==> src/rdc_pkg.sv <==
// ----------------------------------------------------------------------------
// rdc_pkg
// Shared widths, sizes, operation codes and the request type of the shared
// increment/decrement unit used by the range distinct-count block.
// ----------------------------------------------------------------------------
package rdc_pkg;

  localparam int POSITIONS = 4096;
  localparam int VALUES    = 65536;

  localparam int POS_W = 12;
  localparam int VAL_W = 16;
  localparam int CNT_W = 13;

  // Item operation codes.
  localparam logic OP_WRITE = 1'b0;
  localparam logic OP_QUERY = 1'b1;

  // Shared unit operation codes.
  localparam logic ALU_INC = 1'b0;
  localparam logic ALU_DEC = 1'b1;

  typedef struct packed {
    logic             op;
    logic [CNT_W-1:0] operand;
  } alu_req_t;

  typedef struct packed {
    logic [CNT_W-1:0] result;
    logic             operand_zero;
    logic             result_zero;
  } alu_rsp_t;

endpackage

==> src/rdc_alu.sv <==
// ----------------------------------------------------------------------------
// rdc_alu
// Shared increment/decrement unit with zero detection. It moves window
// bounds, adjusts per-value counts and adjusts the distinct total.
// ----------------------------------------------------------------------------
module rdc_alu (
  input  rdc_pkg::alu_req_t req,
  output rdc_pkg::alu_rsp_t rsp
);

  localparam int CW = rdc_pkg::CNT_W;

  logic [CW-1:0] sum;

  always_comb begin
    if (req.op == rdc_pkg::ALU_DEC) begin
      sum = req.operand - CW'(1);
    end else begin
      sum = req.operand + CW'(1);
    end
  end

  assign rsp.result       = sum;
  assign rsp.operand_zero = (req.operand == '0);
  assign rsp.result_zero  = (sum == '0);

endmodule

==> config.mk <==
export PLATFORM = sky130hd
export DESIGN_NAME = rdc_alu
export DESIGN_NICKNAME = d
export VERILOG_FILES = /design/src/rdc_pkg.sv /design/src/rdc_alu.sv
export SDC_FILE = /design/constraint.sdc
export NUM_CORES = 1
export LEC_CHECK = 0
export ABC_AREA = 1
export ABC_CLOCK_PERIOD_IN_PS = 1800
export BUFFER_PORTS_ARGS = -buffer_cell sky130_fd_sc_hd__buf_2
export CORE_ASPECT_RATIO = 2
export CORE_MARGIN = 4
export CORE_UTILIZATION = 25
export DETAILED_ROUTE_END_ITERATION = 6
export PLACE_DENSITY = 0.53
export SLEW_MARGIN = 25
export SYNTH_ARGS = -nofsm -noshare
export SYNTH_HDL_FRONTEND = slang
export SYNTH_SLANG_ARGS = --single-unit
==> constraint.sdc <==
create_clock -name vclk -period 1.8
set_clock_uncertainty 0.15 [all_clocks]
set_input_delay 0.27 -clock vclk [all_inputs]
set_output_delay 0.27 -clock vclk [all_outputs]
set_load 0.05 [all_outputs]
### After elaboration in Yosys (flattened, before gate mapping)

Cells that the tools add are included.

| word-level totals | value |
|---|---|
| register bits | 0 |
| bits of input ports | 14 |
| logic and storage cells | 5 |
| output and inout port bits | 15 |

| cells by class | value |
|---|---|
| multiplexer cells | 1 |
| reductions and logical operators | 2 |
| $add $sub $neg | 2 |

Operator list:

| operator | count |
|---|---|
| $logic_not 13->1 | 2 |
| $add 13x1->13 const B | 1 |
| $mux 13 | 1 |
| $sub 13x1->13 const B | 1 |

### Depth between registers and ports, before layout

Gate-level depths: netlist of run 1.

| depth | value |
|---|---|
| word-level depth | 3 |
| depth in mapped cells | 12 |
| depth with buffers taken out | 12 |

### Worst setup path before layout of run 1

OpenSTA, ideal clock, no wires.

| path | value |
|---|---|
| path kind | input -> output |
| from | input port req[4] in the netlist's numbering |
| to | output port rsp[0] in the netlist's numbering |
| stages on the path | 10 |
| slack | -0.909 ns |
| path buffers | 0 |
| required time | 1.380 ns |
| data arrival time | 2.289 ns |
| cells stage by stage | ha_1 -> a21oi_2 -> nor2_1 -> nor2_2 -> nand2_1 -> nand2_1 -> nand2_1 -> nor2_1 -> nand3_1 -> nor2_1 |

RTL lines:

| item | RTL line | text |
|---|---|---|
| from (decl) | rdc_alu.sv:7 | `input rdc_pkg::alu_req_t req,` |
| to (decl) | rdc_alu.sv:8 | `output rdc_pkg::alu_rsp_t rsp` |

==> results of run 1 <==
area by class of cell:
class	instances	area (um^2)
inverters	29	125
repair buffers	58	563
fillers	290	1300
multi-input cells	127	1170
well taps	31	38.8
metal layers:
| metal | track usage [%] | part of all wire, % | routed length (um) |
|---|---|---|---|
| met5 | 0 | 0 | 0 |
| met4 | 2.45 | 0.78 | 25 |
| met3 | 1.34 | 4.1 | 131 |
| met2 | 34.8 | 66 | 2110 |
| met1 | 12.9 | 29 | 944 |
power groups by stage:
stage	Sequential [mW]	Clock [mW]	Combinational, mW
floorplan	0	0	0.466
global placement	0	0	0.685
detailed placement	0	0	0.695
CTS	0	0	0.873
global route	0	0	1.02
finish	0	0	0.952
through the flow:
| step | power [mW] | TNS [ps] |
|---|---|---|
| final | 0.952 | -2020 |
| after floorplan | 0.466 | -360 |
| after detailed placement | 0.695 | -6570 |
| after CTS | 0.873 | -2200 |
| after global placement | 0.685 | -6150 |
| after global routing | 1.02 | -2810 |
worst min path at each step:
| stage | slack (ps) | to |
|---|---|---|
| 6_report | 770 | rsp[1] |
| 2_1_floorplan | 450 | rsp[1] |
| 3_3_place_gp | 830 | rsp[1] |
| 5_1_grt | 790 | rsp[1] |
| 4_1_cts | 810 | rsp[1] |
| 3_5_place_dp | 830 | rsp[1] |
logic make-up after synthesis:
group | count (synthesis) | share of synthesized area [%]
XOR/XNOR | 1 | 1.06
AND/OR/NAND/NOR | 103 | 57.2
buffers and inverters | 29 | 13.2
AO/OA/AOI/OAI | 10 | 8.02
adder cells (fa/ha/maj) | 13 | 20.6
synthesized netlist by cell type:
cell type	instances
nand2_1	50
inv_1	28
nand3_1	18
ha_1	12
nor2_1	11
nand2_2	10
nor2_2	5
a21oi_1	3
a21oi_2	3
nand4_1	2
nor3_1	2
nor4_1	2
o21ai_0	2
a21boi_0	1
fa_1	1
inv_2	1
nand3_2	1
nand3b_1	1
o21bai_1	1
or4_1	1
xnor2_1	1
repair_timing:
item	4_1_cts	5_1_grt
pin swaps	34	28
hold endpoints to repair	0	0
hold buffers	0	0
gates cloned	1	0
resized for setup	78	44
buffers inserted	5	1
endpoints found under the setup margin	14	12
==> metrics.txt, run 1 <==
Psw=0.532 mW; minimum clock period=2190 ps; sequential share of power=0%; Final #Nets=243; Mapped Cells=156; max-cap viol count=0; # clk buffers=0; die area=0.00435 mm^2; RSZ-0062 raised after global routing=yes; most common cell after layout, fill and taps aside=nand2_2; number of diodes=0; register area=0 um^2; Worst slew margin=80.4%; Routed Antenna Nets=0; commonest non-fill, non-tap cells in the layout=27 x nand2_2, 24 x nand2_1, 21 x inv_1, 21 x buf_4, 14 x nand3_2; internal power=0.420 mW; Starting Density=25.9%; num sequential=0; sequential area share after synthesis=0%; static leakage=0.887 nW; critical path data arrival time=1770 ps; final setup fails=10; post-synth cell types=21; Startpoint Class=input port; leading area contributor after synthesis=nand2_1; P per Cell Area=503 mW/mm^2; Non-Filler Instances=245; warnings from Yosys=0; slowest cell delay on critical path=270 ps; fin crit share=121%; combinational share of power=100.0%; gpl congestion=0.869; die width=48.7 um; Setup CP Type=in2out; largest cells by area after synthesis=nand2_1 23%, ha_1 18%, inv_1 13%; final hold vios=0; Area after DPL=0.00137 mm^2; Starting DRT DRC Count=26; final worst setup slack=-387 ps; share of cells above drive strength 1=71.5%; Finished Core Util=59.3%; Max FO, Critical Path=6; critical path startpoint=req[13]; pre-CTS worst setup slack=-819 ps; status=finished with violations; hold depth=4; via count=1236; number of remaining DRC errors=0; Placement Rows=29; Hold Path Class=in2out; switching share of power=55.9%; failing checks=setup timing; Critical path buffers and inverters=2; initial antenna violation count=0; worst-margin pin slew=291 ps; Vias/cell=5.04; P&R area growth vs syn=129%; synthesized area=827 um^2; Largest delay share family, worst path=simple AND/OR/NAND/NOR gates; Hold Path Origin=req[12]; final WL=3.22 mm; Worst path slowest cell=ha_4; input/output buffers=29; crit path to=rsp[0]; pin count of the biggest net entering global routing=7; Worst path depth=12; Core ar.=0.00319 mm^2; die height=89.3 um; TritonRoute pass-1 iters=4; Clock power frac=0%; worst hold slack=770 ps; first-pass GRT wire length=5.51 mm; Slew Limit Fails=0; Final HPWL DP=2.51 mm; placed cell count=240; nature of the critical path endpoint=output port; I/O Pins=29; finished layout cell area=0.00189 mm^2; vias in the first global route=1317; peak supply drop=0.000300 V; CP cell instances=buf_16, ha_4, a21oi_4, nor2_2, nor2_2, nand2_2, nand2_2, nand2_4, nor2_2, nand3_2, nor2_4, buf_8; top-area cell type share of the netlist area=22.7%; Avg Inst Size Synth=5.30 um^2; fmax=0.457 GHz; CP most frequent cell=nor2_2; required time worst endpoint=1380 ps; drt wl/cell=13.1 um; Tot GR Track Use=15.0%; grt total ovfl=0; Synth Net Count=183
Note: power is estimated with default switching activity, not from simulation.
==> run 2, diff against run 1 <==
--- a/config.mk
+++ b/config.mk
@@ -8,7 +8,7 @@
 export ABC_AREA = 1
 export ABC_CLOCK_PERIOD_IN_PS = 1800
 export BUFFER_PORTS_ARGS = -buffer_cell sky130_fd_sc_hd__buf_2
-export CORE_ASPECT_RATIO = 2
+export CORE_ASPECT_RATIO = 0.7
 export CORE_MARGIN = 4
 export CORE_UTILIZATION = 25
 export DETAILED_ROUTE_END_ITERATION = 6
==> metrics.txt, run 2 (synthesized netlist as in run 1, its figures left out) <==
status=finished with violations (unchanged); failing checks=setup timing (unchanged); final worst setup slack=-442 ps (was -387 ps); Worst slew margin=78.9% (was 80.4%); share of cells above drive strength 1=73.9% (was 71.5%); Routed Antenna Nets=0 (unchanged); Top Layer Used=met4 (unchanged); Final #Nets=251 (was 243); die width=76.7 um (was 48.7 um); Slew Limit Fails=0 (unchanged); num sequential=0 (unchanged); Post-CTS Hold Fix Bufs=0 (unchanged); Startpoint Class=input port (unchanged); initial antenna violation count=0 (unchanged); Hold Path Class=in2out (unchanged); drt wl/cell=14.3 um (was 13.1 um); input/output buffers=29 (unchanged); # clk buffers=0 (unchanged); final setup fails=10 (unchanged); Core ar.=0.00317 mm^2 (was 0.00319 mm^2); number of remaining DRC errors=0 (unchanged); fin crit share=125% (was 121%); I/O Pins=29 (unchanged); placed cell count=249 (was 240); minimum clock period=2240 ps (was 2190 ps); via count=1281 (was 1236); number of diodes=0 (unchanged); RSZ-0062 raised after global routing=yes (unchanged); Tot GR Track Use=13.6% (was 15.0%); Max FO, Critical Path=6 (unchanged); die area=0.00431 mm^2 (was 0.00435 mm^2); nature of the critical path endpoint=output port (unchanged); grt total ovfl=0 (unchanged); TritonRoute pass-1 iters=4 (unchanged); die height=56.1 um (was 89.3 um); Non-Filler Instances=260 (was 245); routed wl met3=158 um (was 131 um); P per Cell Area=506 mW/mm^2 (was 503 mW/mm^2); register area=0 um^2 (unchanged); worst-margin pin slew=314 ps (was 291 ps); commonest non-fill, non-tap cells in the layout=26 x nand2_2, 25 x buf_4, 24 x nand2_1 (was 27 x nand2_2, 24 x nand2_1, 21 x inv_1, 21 x buf_4, 14 x nand3_2); critical path startpoint=req[13] (unchanged); M1 WL=1.55 mm (was 944 um); required time worst endpoint=1380 ps (about the same); max-cap viol count=0 (unchanged); vias in the first global route=1127 (was 1317); Hold Path Origin=req[12] (unchanged); Final HPWL DP=2.30 mm (was 2.51 mm); static leakage=0.928 nW (was 0.887 nW); Vias/cell=4.93 (was 5.04); Starting DRT DRC Count=50 (was 26); Setup CP Type=in2out (unchanged); critical path data arrival time=1820 ps (was 1770 ps); most common cell after layout, fill and taps aside=nand2_2 (unchanged); Placement Rows=17 (was 29); Starting Density=26.1% (was 25.9%); P&R area growth vs syn=142% (was 129%); final hold vios=0 (unchanged); gpl congestion=0.796 (was 0.869); fmax=0.446 GHz (was 0.457 GHz); Finished Core Util=63.2% (was 59.3%); pin count of the biggest net entering global routing=8 (was 7); Met2 Wirelength=1.93 mm (was 2.11 mm); peak supply drop=0.000201 V (was 0.000300 V); final WL=3.71 mm (was 3.22 mm); first-pass GRT wire length=5.00 mm (was 5.51 mm); # fillers=253 (was 290)
run 2: worst max-delay path, stage by stage:
cell     delay [ps]
buf_16          130
ha_4            330
nand2_4          80
inv_4            70
nand2_1          50
nand2_1          90
nand2_1         100
nand4_1         140
nand2_4          80
nor2_2          120
nand3_2          90
nor2_4          120
buf_8           150
run 2: power by group:
part | total [mW] | switching, mW | internal [mW]
Clock | 0 | 0 | 0
Sequential | 0 | 0 | 0
Combinational | 1.01 | 0.563 | 0.451
run 2: cell type report:
type | instances | area (um^2) | area share, %
inverters | 29 | 133 | 6.62
multi-input cells | 127 | 1180 | 59.1
well taps | 38 | 47.5 | 2.37
repair buffers | 66 | 641 | 32.0
run 2: repair_timing:
action / in CTS / in global routing
pin swaps: 32 / 39
cloned: 1 / 0
gates resized for setup: 67 / 69
setup endpoints to repair: 14 / 12
buffers inserted: 6 / 6
run 2: routing by layer:
layer	vias up	GRT usage, %
met1	588	20.2
li1	633	-
met3	8	0.485
met5	-	0
met4	0	0.517
met2	52	22.7
run 2: path summary, 6_finish.rpt:
check             depth (start not counted)  endpoint
hold / removal                            4    rsp[1]
setup / recovery                         13    rsp[0]
run 2: through the flow:
step	power (mW)	setup TNS [ps]	area [um^2]	setup WS (ps)	hold slack, ps
floorplan	0.466	-360	1000	-322	454
global placement	0.683	-5880	1390	-735	823
detailed placement	0.689	-6160	1390	-757	838
CTS	0.840	-2050	1670	-423	784
global route	1.08	-3270	2000	-534	794
finish	1.01	-2490	2000	-442	780
==> run 3, diff against run 2 <==
--- a/config.mk
+++ b/config.mk
@@ -7,7 +7,7 @@
 export LEC_CHECK = 0
 export ABC_AREA = 1
 export ABC_CLOCK_PERIOD_IN_PS = 1800
-export BUFFER_PORTS_ARGS = -buffer_cell sky130_fd_sc_hd__buf_2
+export BUFFER_PORTS_ARGS = -buffer_cell sky130_fd_sc_hd__clkbuf_2
 export CORE_ASPECT_RATIO = 0.7
 export CORE_MARGIN = 4
 export CORE_UTILIZATION = 25
@@ -17,3 +17,4 @@
 export SYNTH_ARGS = -nofsm -noshare
 export SYNTH_HDL_FRONTEND = slang
 export SYNTH_SLANG_ARGS = --single-unit
+export TNS_END_PERCENT = 20
==> metrics.txt, run 3 (synthesized netlist as in run 1, its figures left out) <==
P per Cell Area=508 mW/mm^2 (was 506 mW/mm^2); slowest cell delay on critical path=440 ps (was 330 ps); num sequential=0 (unchanged); sequential share of power=0% (about the same); fmax=0.419 GHz (was 0.446 GHz); RSZ-0062 raised after global routing=yes (unchanged); Vias/cell=4.63 (was 4.93); pre-CTS worst setup slack=-776 ps (was -757 ps); Tot GR Track Use=14.5% (was 13.6%); minimum clock period=2390 ps (was 2240 ps); final WL=3.11 mm (was 3.71 mm); Psw=0.477 mW (was 0.563 mW); Starting Density=26.1% (unchanged); Core ar.=0.00317 mm^2 (unchanged); # clk buffers=0 (unchanged); commonest non-fill, non-tap cells in the layout=38 x nand2_1, 29 x buf_4, 25 x inv_1 (was 26 x nand2_2, 25 x buf_4, 24 x nand2_1); nature of the critical path endpoint=output port (unchanged); Clock power frac=0% (about the same); Startpoint Class=input port (unchanged); Placement Rows=17 (unchanged); switching share of power=54.2% (was 55.5%); Largest delay share family, worst path=simple AND/OR/NAND/NOR gates (unchanged); die area=0.00431 mm^2 (unchanged); register area=0 um^2 (unchanged); failing checks=setup timing (unchanged); hold depth=3 (was 4); input/output buffers=29 (unchanged); I/O Pins=29 (unchanged); status=finished with violations (unchanged); P&R area growth vs syn=109% (was 142%); Final #Nets=245 (was 251); Routed Antenna Nets=0 (unchanged); gpl congestion=0.823 (was 0.796); number of remaining DRC errors=0 (unchanged); TritonRoute pass-1 iters=4 (unchanged); fin crit share=133% (was 125%); total power draw=0.879 mW (was 1.01 mW); die height=56.1 um (unchanged); # fillers=296 (was 253); final hold vios=0 (unchanged); Hold Path Origin=req[12] (unchanged); worst-margin pin slew=317 ps (was 314 ps); internal power=0.403 mW (was 0.451 mW); static leakage=0.874 nW (was 0.928 nW); Area after DPL=0.00147 mm^2 (was 0.00139 mm^2); initial antenna violation count=0 (unchanged); peak supply drop=0.000248 V (was 0.000201 V); Worst slew margin=78.7% (was 78.9%); finished layout cell area=0.00173 mm^2 (was 0.00200 mm^2); required time worst endpoint=1380 ps (about the same); critical path data arrival time=1970 ps (was 1820 ps); vias in the first global route=1184 (was 1127); CP cell instances=clkbuf_16, buf_12, fa_2, nand2_1, nand2_2, nand3_2, nand3_1, nor2_2, nand3_2, nor2_2, nand3_2, nor2_4, buf_8 (was buf_16, ha_4, nand2_4, inv_4, nand2_1, nand2_1, nand2_1, nand4_1, nand2_4, nor2_2, nand3_2, nor2_4, buf_8); Hold Path Class=in2out (unchanged); share of cells above drive strength 1=56.0% (was 73.9%); Max FO, Critical Path=5 (was 6); via count=1177 (was 1281); CP most frequent cell=nand3_2 (was nand2_1); Slew Limit Fails=0 (unchanged); Final HPWL DP=2.61 mm (was 2.30 mm); grt total ovfl=0 (unchanged); Starting DRT DRC Count=23 (was 50); worst hold slack=741 ps (was 780 ps); pin count of the biggest net entering global routing=7 (was 8); Hold Path End=rsp[1] (unchanged); Finished Core Util=54.6% (was 63.2%); combinational share of power=100.0% (about the same); most common cell after layout, fill and taps aside=nand2_1 (was nand2_2); final worst setup slack=-589 ps (was -442 ps); final setup fails=12 (was 10); number of diodes=0 (unchanged); Critical path buffers and inverters=3 (unchanged); max-cap viol count=0 (unchanged); Setup CP Type=in2out (unchanged); first-pass GRT wire length=5.31 mm (was 5.00 mm); Worst path slowest cell=fa_2 (was ha_4); drt wl/cell=12.2 um (was 14.3 um); die width=76.7 um (unchanged)
run 3: power by group through the flow:
stage | Sequential [mW] | Clock (mW) | Combinational (mW)
after floorplan | 0 | 0 | 0.446
after global placement | 0 | 0 | 0.747
after detailed placement | 0 | 0 | 0.758
after CTS | 0 | 0 | 0.850
after global routing | 0 | 0 | 0.945
final | 0 | 0 | 0.879
run 3: cell type report:
class                      instances  area [um^2]  share of cell area [%]
inverter                          29          111                    6.44
tap                               38         47.5                    2.75
timing repair buffer              60          591                    34.1
multi-input combinational        127          981                    56.7
run 3: what timing repair did:
action	CTS	global route
resized for setup	43	15
setup endpoints to repair	13	12
hold buffers	0	0
setup buffers	2	0
pin swaps	10	4
run 3: routing by layer:
metal | share of wire, % | wire (um) | track usage (%)
met1 | 44 | 1360 | 19.0
met5 | 0 | 0 | 0
met2 | 51 | 1580 | 26.7
met3 | 4.7 | 147 | 1.29
met4 | 0.45 | 14 | 1.03
run 3: worst max-delay path by stage:
stage / start / endpoint / slack (ps) / cells after the start
finish: req[13] / rsp[0] / -590 / 13
global route: req[13] / rsp[0] / -690 / 13
CTS: req[13] / rsp[0] / -570 / 13
detailed placement: req[13] / rsp[0] / -780 / 12
global placement: req[13] / rsp[0] / -760 / 12
floorplan: req[7] / rsp[0] / -330 / 10
run 3: stage by stage:
| stage | cells | TNS, ps |
|---|---|---|
| 2_1_floorplan | 156 | -655 |
| 3_3_place_gp | 252 | -5220 |
| 3_5_place_dp | 252 | -5510 |
| 4_1_cts | 254 | -3270 |
| 5_1_grt | 254 | -4560 |
| 6_report | 254 | -3510 |
